===== config.mk =====
export PLATFORM = sky130hd
export DESIGN_NAME = playfair_digraph_encrypt_flat
export DESIGN_NICKNAME = d
export VERILOG_FILES = /design/src/pfd_pkg.sv /design/src/pfd_intf.sv /design/src/pfd_keysq.sv /design/src/playfair_digraph_encrypt.sv /design/src/flat_wrapper.sv
export SDC_FILE = /design/constraint.sdc
export NUM_CORES = 1
export LEC_CHECK = 0
export ABC_AREA = 1
export BUFFER_PORTS_ARGS = -buffer_cell sky130_fd_sc_hd__buf_2
export CAP_MARGIN = 20
export CELL_PAD_IN_SITES_DETAIL_PLACEMENT = 1
export CELL_PAD_IN_SITES_GLOBAL_PLACEMENT = 1
export CORE_ASPECT_RATIO = 0.9
export CORE_MARGIN = 10
export CORE_UTILIZATION = 49
export DETAILED_ROUTE_END_ITERATION = 10
export PLACE_DENSITY = 0.82
export SKIP_CTS_REPAIR_TIMING = 1
export SYNTH_ARGS = -nofsm -noshare
export SYNTH_HDL_FRONTEND = slang
export SYNTH_SLANG_ARGS = --single-unit

===== constraint.sdc =====
create_clock -name clock -period 4.8 [get_ports clock]
set_input_delay 0.48 -clock clock [delete_from_list [all_inputs] [get_ports clock]]
set_output_delay 0.48 -clock clock [all_outputs]
set_load 0.005 [all_outputs]

===== src/pfd_pkg.sv =====
// ----------------------------------------------------------------------------
// pfd_pkg
// Types, constants and helper functions shared by the Playfair digraph
// encryption block.
// ----------------------------------------------------------------------------
package pfd_pkg;

   localparam int unsigned NumLetters = 26;
   localparam int unsigned Side       = 5;
   localparam int unsigned Cells      = 25;

   typedef logic [4:0] letter_type;
   typedef logic [4:0] cell_type;
   typedef logic [2:0] coord_type;

   localparam letter_type LetterI = 5'd8;
   localparam letter_type LetterJ = 5'd9;
   localparam letter_type LetterZ = 5'd25;

   localparam logic FuncKey     = 1'b0;
   localparam logic FuncEncrypt = 1'b1;

   typedef enum logic [1:0] {
      ST_IDLE,
      ST_FILL,
      ST_CELL,
      ST_SQUARE
   } state_type;

   typedef struct packed {
      logic       en;
      letter_type letter;
   } place_type;

   typedef struct packed {
      logic       en;
      letter_type a;
      letter_type b;
   } cell_rd_type;

   typedef struct packed {
      logic     en;
      cell_type a;
      cell_type b;
   } sq_rd_type;

   function automatic letter_type clean_letter(input letter_type x);
      letter_type y;
      y = x;
      if (y >= letter_type'(NumLetters)) begin
         y = LetterZ;
      end
      if (y == LetterJ) begin
         y = LetterI;
      end
      return y;
   endfunction

   function automatic coord_type cell_row(input cell_type c);
      coord_type r;
      priority if (c >= 5'd20) begin
         r = 3'd4;
      end else if (c >= 5'd15) begin
         r = 3'd3;
      end else if (c >= 5'd10) begin
         r = 3'd2;
      end else if (c >= 5'd5) begin
         r = 3'd1;
      end else begin
         r = 3'd0;
      end
      return r;
   endfunction

   function automatic coord_type cell_col(input cell_type c);
      cell_type base;
      cell_type diff;
      base = cell_type'({2'b00, cell_row(c)}) * cell_type'(Side);
      diff = c - base;
      return diff[2:0];
   endfunction

   function automatic cell_type make_cell(input coord_type row, input coord_type col);
      return cell_type'({2'b00, row}) * cell_type'(Side) + cell_type'({2'b00, col});
   endfunction

   function automatic coord_type wrap_inc(input coord_type x);
      coord_type y;
      if (x == coord_type'(Side - 1)) begin
         y = '0;
      end else begin
         y = x + 3'd1;
      end
      return y;
   endfunction

endpackage


===== src/pfd_intf.sv =====
// ----------------------------------------------------------------------------
// pfd_intf
// Valid/ready channels of the Playfair block: request and response.
// ----------------------------------------------------------------------------
interface pfd_req_if;
   logic       valid;
   logic       ready;
   logic       func;
   logic [4:0] letter_a;
   logic [4:0] letter_b;
   logic       pad_b;
   logic       last_key;

   modport source (output valid, func, letter_a, letter_b, pad_b, last_key, input ready);
   modport sink   (input valid, func, letter_a, letter_b, pad_b, last_key, output ready);
endinterface

interface pfd_rsp_if;
   logic       valid;
   logic       ready;
   logic [4:0] cipher_a;
   logic [4:0] cipher_b;

   modport source (output valid, cipher_a, cipher_b, input ready);
   modport sink   (input valid, cipher_a, cipher_b, output ready);
endinterface


===== src/pfd_keysq.sv =====
// ----------------------------------------------------------------------------
// pfd_keysq
// Key square store: placement of letters, letter-to-cell and cell-to-letter
// memories with registered reads.
// ----------------------------------------------------------------------------
module pfd_keysq (
   input  logic                  clock,
   input  logic                  reset,
   input  pfd_pkg::place_type    place,
   input  pfd_pkg::cell_rd_type  cell_rd,
   input  pfd_pkg::sq_rd_type    sq_rd,
   output pfd_pkg::cell_type     cell_a,
   output pfd_pkg::cell_type     cell_b,
   output pfd_pkg::letter_type   sq_a,
   output pfd_pkg::letter_type   sq_b
);
   import pfd_pkg::*;

   // j is never placed
   localparam logic [NumLetters-1:0] UsedReset = {{(NumLetters - 1){1'b0}}, 1'b1} << LetterJ;

   logic [NumLetters-1:0] letter_used_ff;
   logic [NumLetters-1:0] letter_used_in;
   cell_type              fill_count_ff;
   cell_type              fill_count_in;
   logic                  place_ok;

   letter_type square_mem [Cells];
   cell_type   cell_mem   [NumLetters];

   cell_type   cell_a_ff;
   cell_type   cell_b_ff;
   letter_type sq_a_ff;
   letter_type sq_b_ff;

   always_comb begin
      place_ok = 1'b0;
      if (place.en && (place.letter < letter_type'(NumLetters))
          && (fill_count_ff < cell_type'(Cells))) begin
         place_ok = !letter_used_ff[place.letter];
      end
   end

   always_comb begin
      letter_used_in = letter_used_ff;
      fill_count_in  = fill_count_ff;
      if (place_ok) begin
         letter_used_in[place.letter] = 1'b1;
         fill_count_in                = fill_count_ff + 5'd1;
      end
   end

   always_ff @(posedge clock) begin
      if (reset) begin
         letter_used_ff <= UsedReset;
         fill_count_ff  <= '0;
      end else begin
         letter_used_ff <= letter_used_in;
         fill_count_ff  <= fill_count_in;
      end
   end

   always_ff @(posedge clock) begin
      if (place_ok) begin
         square_mem[fill_count_ff] <= place.letter;
         cell_mem[place.letter]    <= fill_count_ff;
      end
   end

   always_ff @(posedge clock) begin
      if (cell_rd.en) begin
         cell_a_ff <= cell_mem[cell_rd.a];
         cell_b_ff <= cell_mem[cell_rd.b];
      end
   end

   always_ff @(posedge clock) begin
      if (sq_rd.en) begin
         sq_a_ff <= square_mem[sq_rd.a];
         sq_b_ff <= square_mem[sq_rd.b];
      end
   end

   assign cell_a = cell_a_ff;
   assign cell_b = cell_b_ff;
   assign sq_a   = sq_a_ff;
   assign sq_b   = sq_b_ff;

endmodule


===== src/playfair_digraph_encrypt.sv =====
// ----------------------------------------------------------------------------
// playfair_digraph_encrypt
// Playfair cipher with an on-chip 5x5 key square, built from key letters and
// then used to encipher digraphs.
// ----------------------------------------------------------------------------
// Letters are coded 0 = a .. 25 = z. Send key letters first (func = 0), one per
// transaction; repeats and j are skipped, and the transaction with last_key set
// starts a walk that appends every unused letter, after which the square is
// ready and further key letters are ignored. The walk places one letter of the
// alphabet per cycle through the single placement port. A digraph (func = 1)
// passes a registered letter-to-cell lookup, a registered cell-to-letter read,
// then the output register, which waits while the output is stalled. Digraphs
// sent before the square is ready give no response. No clearing pass is needed
// after reset.
module playfair_digraph_encrypt (
   input logic       clock,
   input logic       reset,
   pfd_req_if.sink   req_chan,
   pfd_rsp_if.source rsp_chan
);
   import pfd_pkg::*;

   state_type   state_ff;
   state_type   state_in;
   logic        sq_ready_ff;
   logic        sq_ready_in;
   letter_type  walk_ff;
   letter_type  walk_in;
   logic        rsp_valid_ff;
   logic        rsp_valid_in;
   letter_type  cipher_a_ff;
   letter_type  cipher_b_ff;

   logic        req_accept;
   logic        out_free;
   logic        out_load;

   place_type   place;
   cell_rd_type cell_rd;
   sq_rd_type   sq_rd;
   cell_type    cell_a;
   cell_type    cell_b;
   letter_type  sq_a;
   letter_type  sq_b;

   coord_type   row_a;
   coord_type   col_a;
   coord_type   row_b;
   coord_type   col_b;

   pfd_keysq u_keysq (
      .clock   (clock),
      .reset   (reset),
      .place   (place),
      .cell_rd (cell_rd),
      .sq_rd   (sq_rd),
      .cell_a  (cell_a),
      .cell_b  (cell_b),
      .sq_a    (sq_a),
      .sq_b    (sq_b)
   );

   assign req_chan.ready = (state_ff == ST_IDLE);
   assign req_accept     = req_chan.valid && req_chan.ready;
   assign out_free       = !rsp_valid_ff || rsp_chan.ready;

   assign row_a = cell_row(cell_a);
   assign col_a = cell_col(cell_a);
   assign row_b = cell_row(cell_b);
   assign col_b = cell_col(cell_b);

   // next state
   always_comb begin
      state_in    = state_ff;
      sq_ready_in = sq_ready_ff;
      walk_in     = walk_ff;
      unique case (state_ff)
         ST_IDLE: begin
            if (req_accept && sq_ready_ff && (req_chan.func == FuncEncrypt)) begin
               state_in = ST_CELL;
            end else if (req_accept && !sq_ready_ff && (req_chan.func == FuncKey)
                         && req_chan.last_key) begin
               state_in = ST_FILL;
               walk_in  = '0;
            end
         end
         ST_FILL: begin
            walk_in = walk_ff + 5'd1;
            if (walk_ff == letter_type'(NumLetters - 1)) begin
               state_in    = ST_IDLE;
               sq_ready_in = 1'b1;
            end
         end
         ST_CELL: begin
            state_in = ST_SQUARE;
         end
         ST_SQUARE: begin
            if (out_free) begin
               state_in = ST_IDLE;
            end
         end
         default: begin
            state_in = ST_IDLE;
         end
      endcase
   end

   // outputs of the sequencer
   always_comb begin
      place    = '0;
      cell_rd  = '0;
      sq_rd    = '0;
      out_load = 1'b0;
      unique case (state_ff)
         ST_IDLE: begin
            place.en     = req_accept && !sq_ready_ff && (req_chan.func == FuncKey);
            place.letter = req_chan.letter_a;
            cell_rd.en   = req_accept && sq_ready_ff && (req_chan.func == FuncEncrypt);
            cell_rd.a    = clean_letter(req_chan.letter_a);
            cell_rd.b    = req_chan.pad_b ? LetterZ : clean_letter(req_chan.letter_b);
         end
         ST_FILL: begin
            place.en     = 1'b1;
            place.letter = walk_ff;
         end
         ST_CELL: begin
            sq_rd.en = 1'b1;
            priority if (row_a == row_b) begin
               sq_rd.a = make_cell(row_a, wrap_inc(col_a));
               sq_rd.b = make_cell(row_b, wrap_inc(col_b));
            end else if (col_a == col_b) begin
               sq_rd.a = make_cell(wrap_inc(row_a), col_a);
               sq_rd.b = make_cell(wrap_inc(row_b), col_b);
            end else begin
               sq_rd.a = make_cell(row_a, col_b);
               sq_rd.b = make_cell(row_b, col_a);
            end
         end
         ST_SQUARE: begin
            out_load = out_free;
         end
         default: begin
            out_load = 1'b0;
         end
      endcase
   end

   always_comb begin
      rsp_valid_in = rsp_valid_ff;
      if (out_load) begin
         rsp_valid_in = 1'b1;
      end else if (rsp_valid_ff && rsp_chan.ready) begin
         rsp_valid_in = 1'b0;
      end
   end

   always_ff @(posedge clock) begin
      if (reset) begin
         state_ff     <= ST_IDLE;
         sq_ready_ff  <= 1'b0;
         walk_ff      <= '0;
         rsp_valid_ff <= 1'b0;
      end else begin
         state_ff     <= state_in;
         sq_ready_ff  <= sq_ready_in;
         walk_ff      <= walk_in;
         rsp_valid_ff <= rsp_valid_in;
      end
   end

   always_ff @(posedge clock) begin
      if (out_load) begin
         cipher_a_ff <= sq_a;
         cipher_b_ff <= sq_b;
      end
   end

   assign rsp_chan.valid    = rsp_valid_ff;
   assign rsp_chan.cipher_a = cipher_a_ff;
   assign rsp_chan.cipher_b = cipher_b_ff;

endmodule

===== src/flat_wrapper.sv =====
// flat-port wrapper written by rule: the top's interface ports become plain ports
module playfair_digraph_encrypt_flat import pfd_pkg::*;
  (clock, reset, req_chan_valid, req_chan_func, req_chan_letter_a, req_chan_letter_b, req_chan_pad_b, req_chan_last_key, req_chan_ready, rsp_chan_valid, rsp_chan_cipher_a, rsp_chan_cipher_b, rsp_chan_ready);
  pfd_req_if req_chan_i ();
  pfd_rsp_if rsp_chan_i ();
  input logic clock;
  input logic reset;
  input wire logic [$bits(req_chan_i.valid)-1:0] req_chan_valid;
  input wire logic [$bits(req_chan_i.func)-1:0] req_chan_func;
  input wire logic [$bits(req_chan_i.letter_a)-1:0] req_chan_letter_a;
  input wire logic [$bits(req_chan_i.letter_b)-1:0] req_chan_letter_b;
  input wire logic [$bits(req_chan_i.pad_b)-1:0] req_chan_pad_b;
  input wire logic [$bits(req_chan_i.last_key)-1:0] req_chan_last_key;
  output wire logic [$bits(req_chan_i.ready)-1:0] req_chan_ready;
  output wire logic [$bits(rsp_chan_i.valid)-1:0] rsp_chan_valid;
  output wire logic [$bits(rsp_chan_i.cipher_a)-1:0] rsp_chan_cipher_a;
  output wire logic [$bits(rsp_chan_i.cipher_b)-1:0] rsp_chan_cipher_b;
  input wire logic [$bits(rsp_chan_i.ready)-1:0] rsp_chan_ready;
  assign req_chan_i.valid = req_chan_valid;
  assign req_chan_i.func = req_chan_func;
  assign req_chan_i.letter_a = req_chan_letter_a;
  assign req_chan_i.letter_b = req_chan_letter_b;
  assign req_chan_i.pad_b = req_chan_pad_b;
  assign req_chan_i.last_key = req_chan_last_key;
  assign req_chan_ready = req_chan_i.ready;
  assign rsp_chan_valid = rsp_chan_i.valid;
  assign rsp_chan_cipher_a = rsp_chan_i.cipher_a;
  assign rsp_chan_cipher_b = rsp_chan_i.cipher_b;
  assign rsp_chan_i.ready = rsp_chan_ready;
  playfair_digraph_encrypt u_core (.clock(clock), .reset(reset), .req_chan(req_chan_i), .rsp_chan(rsp_chan_i));
endmodule

==> results.md <==
- Dividing total power by cell area gives a power density of 328 mW/mm2.
- The floorplan row count is 66.
- The path type of the worst setup path is reg -> reg.
- The global routing met1 resource utilization is 37.2%.
- In this run the tightest slew margin relative to its limit is between 20% and 30%.
- After clock tree synthesis, the clock-pin slew on the worst setup and hold paths is 70 ps.
- The number of global-route vias before repair is 16.4k.
- The weighted congestion at the end of routability-driven global placement is approximately 0.91.
- Synthesis handed over a netlist of 2,080 instances.
- The met3 usage is approximately 5.4%.
- The fmax is 215 MHz.
- At the worst endpoint, the arrival time is 4950 ps.
- Counting flops with an async set or reset pin after synthesis yields a share of 0%.
- Dividing the detail-routed via count by the number of cells gives a little over 6.
- The first routing iteration left 2,124 violations.
- The maximum buffer depth of the clock tree is 3.
- Summing every instance area after synthesis gives 0.0181 mm2.
- For this run, the register share of the synthesized area comes to about half.
- From left edge to right edge, the die measures roughly 220 um.
- The class of the tightest hold or removal check is in -> reg.
- The required time reported for the critical path endpoint is 5090 ps.
- The first global-routing pass estimated between 90,000 and 100,000 um of wire.
- The post-synthesis average cell area is 8.71 um2.
- The pin count of the biggest net entering global routing is 102.
- The number of buffers added on ports is 28.
- The final critical-path required period is 4660 ps.
- The worst clock skew is 15.0 ps.
- In the layout the commonest cells are sky130_fd_sc_hd__nand3_1, sky130_fd_sc_hd__nand2_1, sky130_fd_sc_hd__inv_1, sky130_fd_sc_hd__edfxtp_1, sky130_fd_sc_hd__a21oi_1.
- The final-report hold violation count is 0.
- The overflow left after global routing is 0.
- For this block, the via count after detailed routing is around 16k.
- The worst hold path passes through 4 cells.
- Synthesis inferred 325 register bits.
- The full die area is 0.0451 mm2.
- During synthesis, Yosys emitted a total of 0 warnings.
- From synthesis to final layout, the design area changed by 13.0%.
- TritonCTS created 37 clock buffers.
- The layer flagged by global routing as most heavily used is met2.
- For the pin with the worst max-slew slack, the measured transition is 1090 ps.
- The commonest non-fill, non-tap cell in the layout is sky130_fd_sc_hd__nand3_1.
- The tool flagged a number of max-cap violations equal to 0.
- Among all flip-flop cells after synthesis, the most frequent one is sky130_fd_sc_hd__edfxtp_1.
- Of the cells placed in the final design, the portion with a size suffix greater than 1 is 11.6%.
- The worst-case reg-to-reg path depth is 26.
- The HPWL reported at the end of detailed placement is approximately 42,000 um.
- The sink count of the clock tree is 325.
- In this run the remaining antenna-violating nets after routing total 0.
- The number of antenna violations at the first check in global routing is 1.
- Setup violations remaining at the end of the flow were counted as 0.
- For the final routed database, the setup TNS stands at 0 ps.
- Of all nets on the critical path, the largest fanout is 10.
- The number of enable flip-flop cells after synthesis is between 200 and 300.
- The filler cells instantiated in the layout total 4,196.
- The critical path endpoint category is a flip-flop.
- The critical path startpoint category is a flip-flop.
- Hold is met by 266 ps.
- The TritonCTS clock tree is yes.
- The run finished with clean final reports.
- The final layout contains routed wiring with a total length of 64,100 um.
- The number of H-tree levels is 2.
- In this run the static leakage power is between 0.008 and 0.009 uW.
- The height of the chip is 202 um.
- The worst-case IR drop observed on VDD is roughly 0.00027 V.
- The clock latency on the worst-skew pair is around 550 ps.
- The number of distinct standard cells referenced by the synthesized netlist is between 40 and 50.
- Global routing used 41.8% of the available met2 tracks.
- The floorplan core area is 0.0363 mm2.
- The tree is rooted in a sky130_fd_sc_hd__clkbuf_16.
- The overall global routing resource usage is 26.9%.
- For this run, the detailed router's first-pass iteration total came to 6.
- Setup repair after global routing could not meet its margin everywhere.
- The synthesized netlist net count is 2,147.
- After the last flow step, the layout net total stands at 2,182.
- The total count of max-transition violations in the final report is 0.
- Dividing the detail-routed wire length by the instance count gives 24.5 um.
- The worst path uses 97.1% of the clock period.
- The residual DRC count is 0.
- Pin placement for this block handled 29 I/O pins.
- The starting density of the core is 49.9%.
==> worst paths after layout <==
kind | startpoint | endpoint | slack, ps
setup / recovery | u_core.u_keysq.cell_a[2] | u_core.u_keysq.sq_a[4] | 140
hold / removal | rsp_chan_ready | u_core.rsp_chan.valid | 270
setup reg to reg | u_core.u_keysq.cell_a[2] | u_core.u_keysq.sq_a[4] | 140
hold reg to reg | u_core.u_keysq.sq_b[0] | u_core.rsp_chan.cipher_b[0] | 440
==> metal layers <==
layer,up-vias,routed length (um)
li1,7148,-
met1,8050,26400
met2,955,28900
met3,177,6770
met4,2,2060
met5,-,13
==> worst max-delay path, stage by stage (launching register included) <==
cell                       delay (ps)
sky130_fd_sc_hd__edfxtp_1         460
sky130_fd_sc_hd__nor2_1           180
sky130_fd_sc_hd__nand2_1          120
sky130_fd_sc_hd__nand2_4          120
sky130_fd_sc_hd__nand2_1           90
sky130_fd_sc_hd__nand2_1           90
sky130_fd_sc_hd__nand2_1           80
sky130_fd_sc_hd__inv_1            100
sky130_fd_sc_hd__ha_1             150
sky130_fd_sc_hd__inv_1             50
sky130_fd_sc_hd__fa_1             390
sky130_fd_sc_hd__xor2_1           190
sky130_fd_sc_hd__nand3b_1         190
sky130_fd_sc_hd__nand2_4          120
sky130_fd_sc_hd__ha_1             320
sky130_fd_sc_hd__inv_1             60
sky130_fd_sc_hd__fa_1             480
sky130_fd_sc_hd__nor2_1           100
sky130_fd_sc_hd__nand3b_1         160
sky130_fd_sc_hd__nand3_4          150
sky130_fd_sc_hd__inv_4            150
sky130_fd_sc_hd__buf_6            160
sky130_fd_sc_hd__nand3_1          140
sky130_fd_sc_hd__nand3_1          110
sky130_fd_sc_hd__nand2_1           70
sky130_fd_sc_hd__nand2_1           80
sky130_fd_sc_hd__nand2_1           80
==> stage by stage <==
stage	setup WS (ps)	area (um2)	utilization (%)	cells	total power (uW)
after floorplan	655	18100	-	2080	3520
after global placement	342	18800	51.8	2531	3720
after detailed placement	89.6	18900	51.9	2532	3750
after CTS	-50.3	20100	55.4	2600	6720
after global routing	-51.2	20500	56.3	2620	6900
final	140	20500	56.4	2621	6720
==> logic make-up after synthesis <==
| family | count (synthesis) | synth area share [%] |
|---|---|---|
| XOR/XNOR | 16 | 0.774 |
| buffers and inverters | 433 | 9.62 |
| flip-flops | 325 | 51.7 |
| multiplexers | 9 | 0.497 |
| AO/OA/AOI/OAI | 324 | 10.2 |
| adder cells (fa/ha/maj) | 50 | 3.79 |
| AND/OR/NAND/NOR | 923 | 23.5 |
==> layout make-up <==
cell class,count,area (um2),area share (%)
Antenna cell,1,2.50,0.0122
Clock buffer,50,1050,5.11
Clock inverter,18,226,1.11
Inverter,325,1250,6.09
Multi-Input combinational cell,1322,7120,34.8
Sequential cell,325,9360,45.7
Tap cell,476,596,2.91
Timing Repair Buffer,102,867,4.23
Timing Repair inverter,2,10.0,0.0489
==> cell usage after synthesis (5+ instances only) <==
master	instances	area, um2
sky130_fd_sc_hd__mux2i_1	9	90.1
sky130_fd_sc_hd__o21ai_0	116	581
sky130_fd_sc_hd__nor2_1	98	368
sky130_fd_sc_hd__a22oi_1	8	60.1
sky130_fd_sc_hd__buf_4	14	105
sky130_fd_sc_hd__nor3_1	10	50.1
sky130_fd_sc_hd__buf_1	11	41.3
sky130_fd_sc_hd__a21oi_1	126	631
sky130_fd_sc_hd__nor2_4	6	67.6
sky130_fd_sc_hd__buf_2	32	160
sky130_fd_sc_hd__nand3_2	14	140
sky130_fd_sc_hd__edfxtp_1	285	8560
sky130_fd_sc_hd__a31oi_1	13	81.3
sky130_fd_sc_hd__xor2_1	8	70.1
sky130_fd_sc_hd__dfxtp_1	40	801
sky130_fd_sc_hd__nand3_1	403	2020
sky130_fd_sc_hd__ha_1	42	526
sky130_fd_sc_hd__inv_2	17	63.8
sky130_fd_sc_hd__inv_1	304	1140
sky130_fd_sc_hd__and3_1	5	31.3
sky130_fd_sc_hd__clkbuf_1	48	180
sky130_fd_sc_hd__o21ai_2	5	43.8
sky130_fd_sc_hd__nand4_1	5	31.3
sky130_fd_sc_hd__o21a_1	8	60.1
sky130_fd_sc_hd__nand2_1	353	1330
sky130_fd_sc_hd__nand2_2	12	75.1
sky130_fd_sc_hd__xnor2_1	8	70.1
sky130_fd_sc_hd__nand3b_1	6	45.0
sky130_fd_sc_hd__o221ai_1	20	175
sky130_fd_sc_hd__o311ai_0	5	43.8
sky130_fd_sc_hd__o211ai_1	13	97.6
sky130_fd_sc_hd__fa_1	8	160
==> state kept, by name, summed over array words and instances (netlist names) <==
register                       count
u_core.rsp_chan.cipher_a           5
u_core.rsp_chan.cipher_b           5
u_core.rsp_chan.valid              1
u_core.sq_ready_ff                 1
u_core.state_ff                    2
u_core.u_keysq.cell_a              5
u_core.u_keysq.cell_b              5
u_core.u_keysq.cell_mem          130
u_core.u_keysq.fill_count_ff       5
u_core.u_keysq.letter_used_ff     26
u_core.u_keysq.sq_a                5
u_core.u_keysq.sq_b                5
u_core.u_keysq.square_mem        125
u_core.walk_ff                     5
==> where the power goes <==
| group | leakage [uW] | total [uW] | internal, uW | switching (uW) |
|---|---|---|---|---|
| clock | 0.000614 | 3010 | 1810 | 1200 |
| combinational | 0.00507 | 595 | 152 | 443 |
| sequential | 0.00292 | 3110 | 3100 | 10.8 |
No activity file was read; power rests on OpenSTA's default activity.
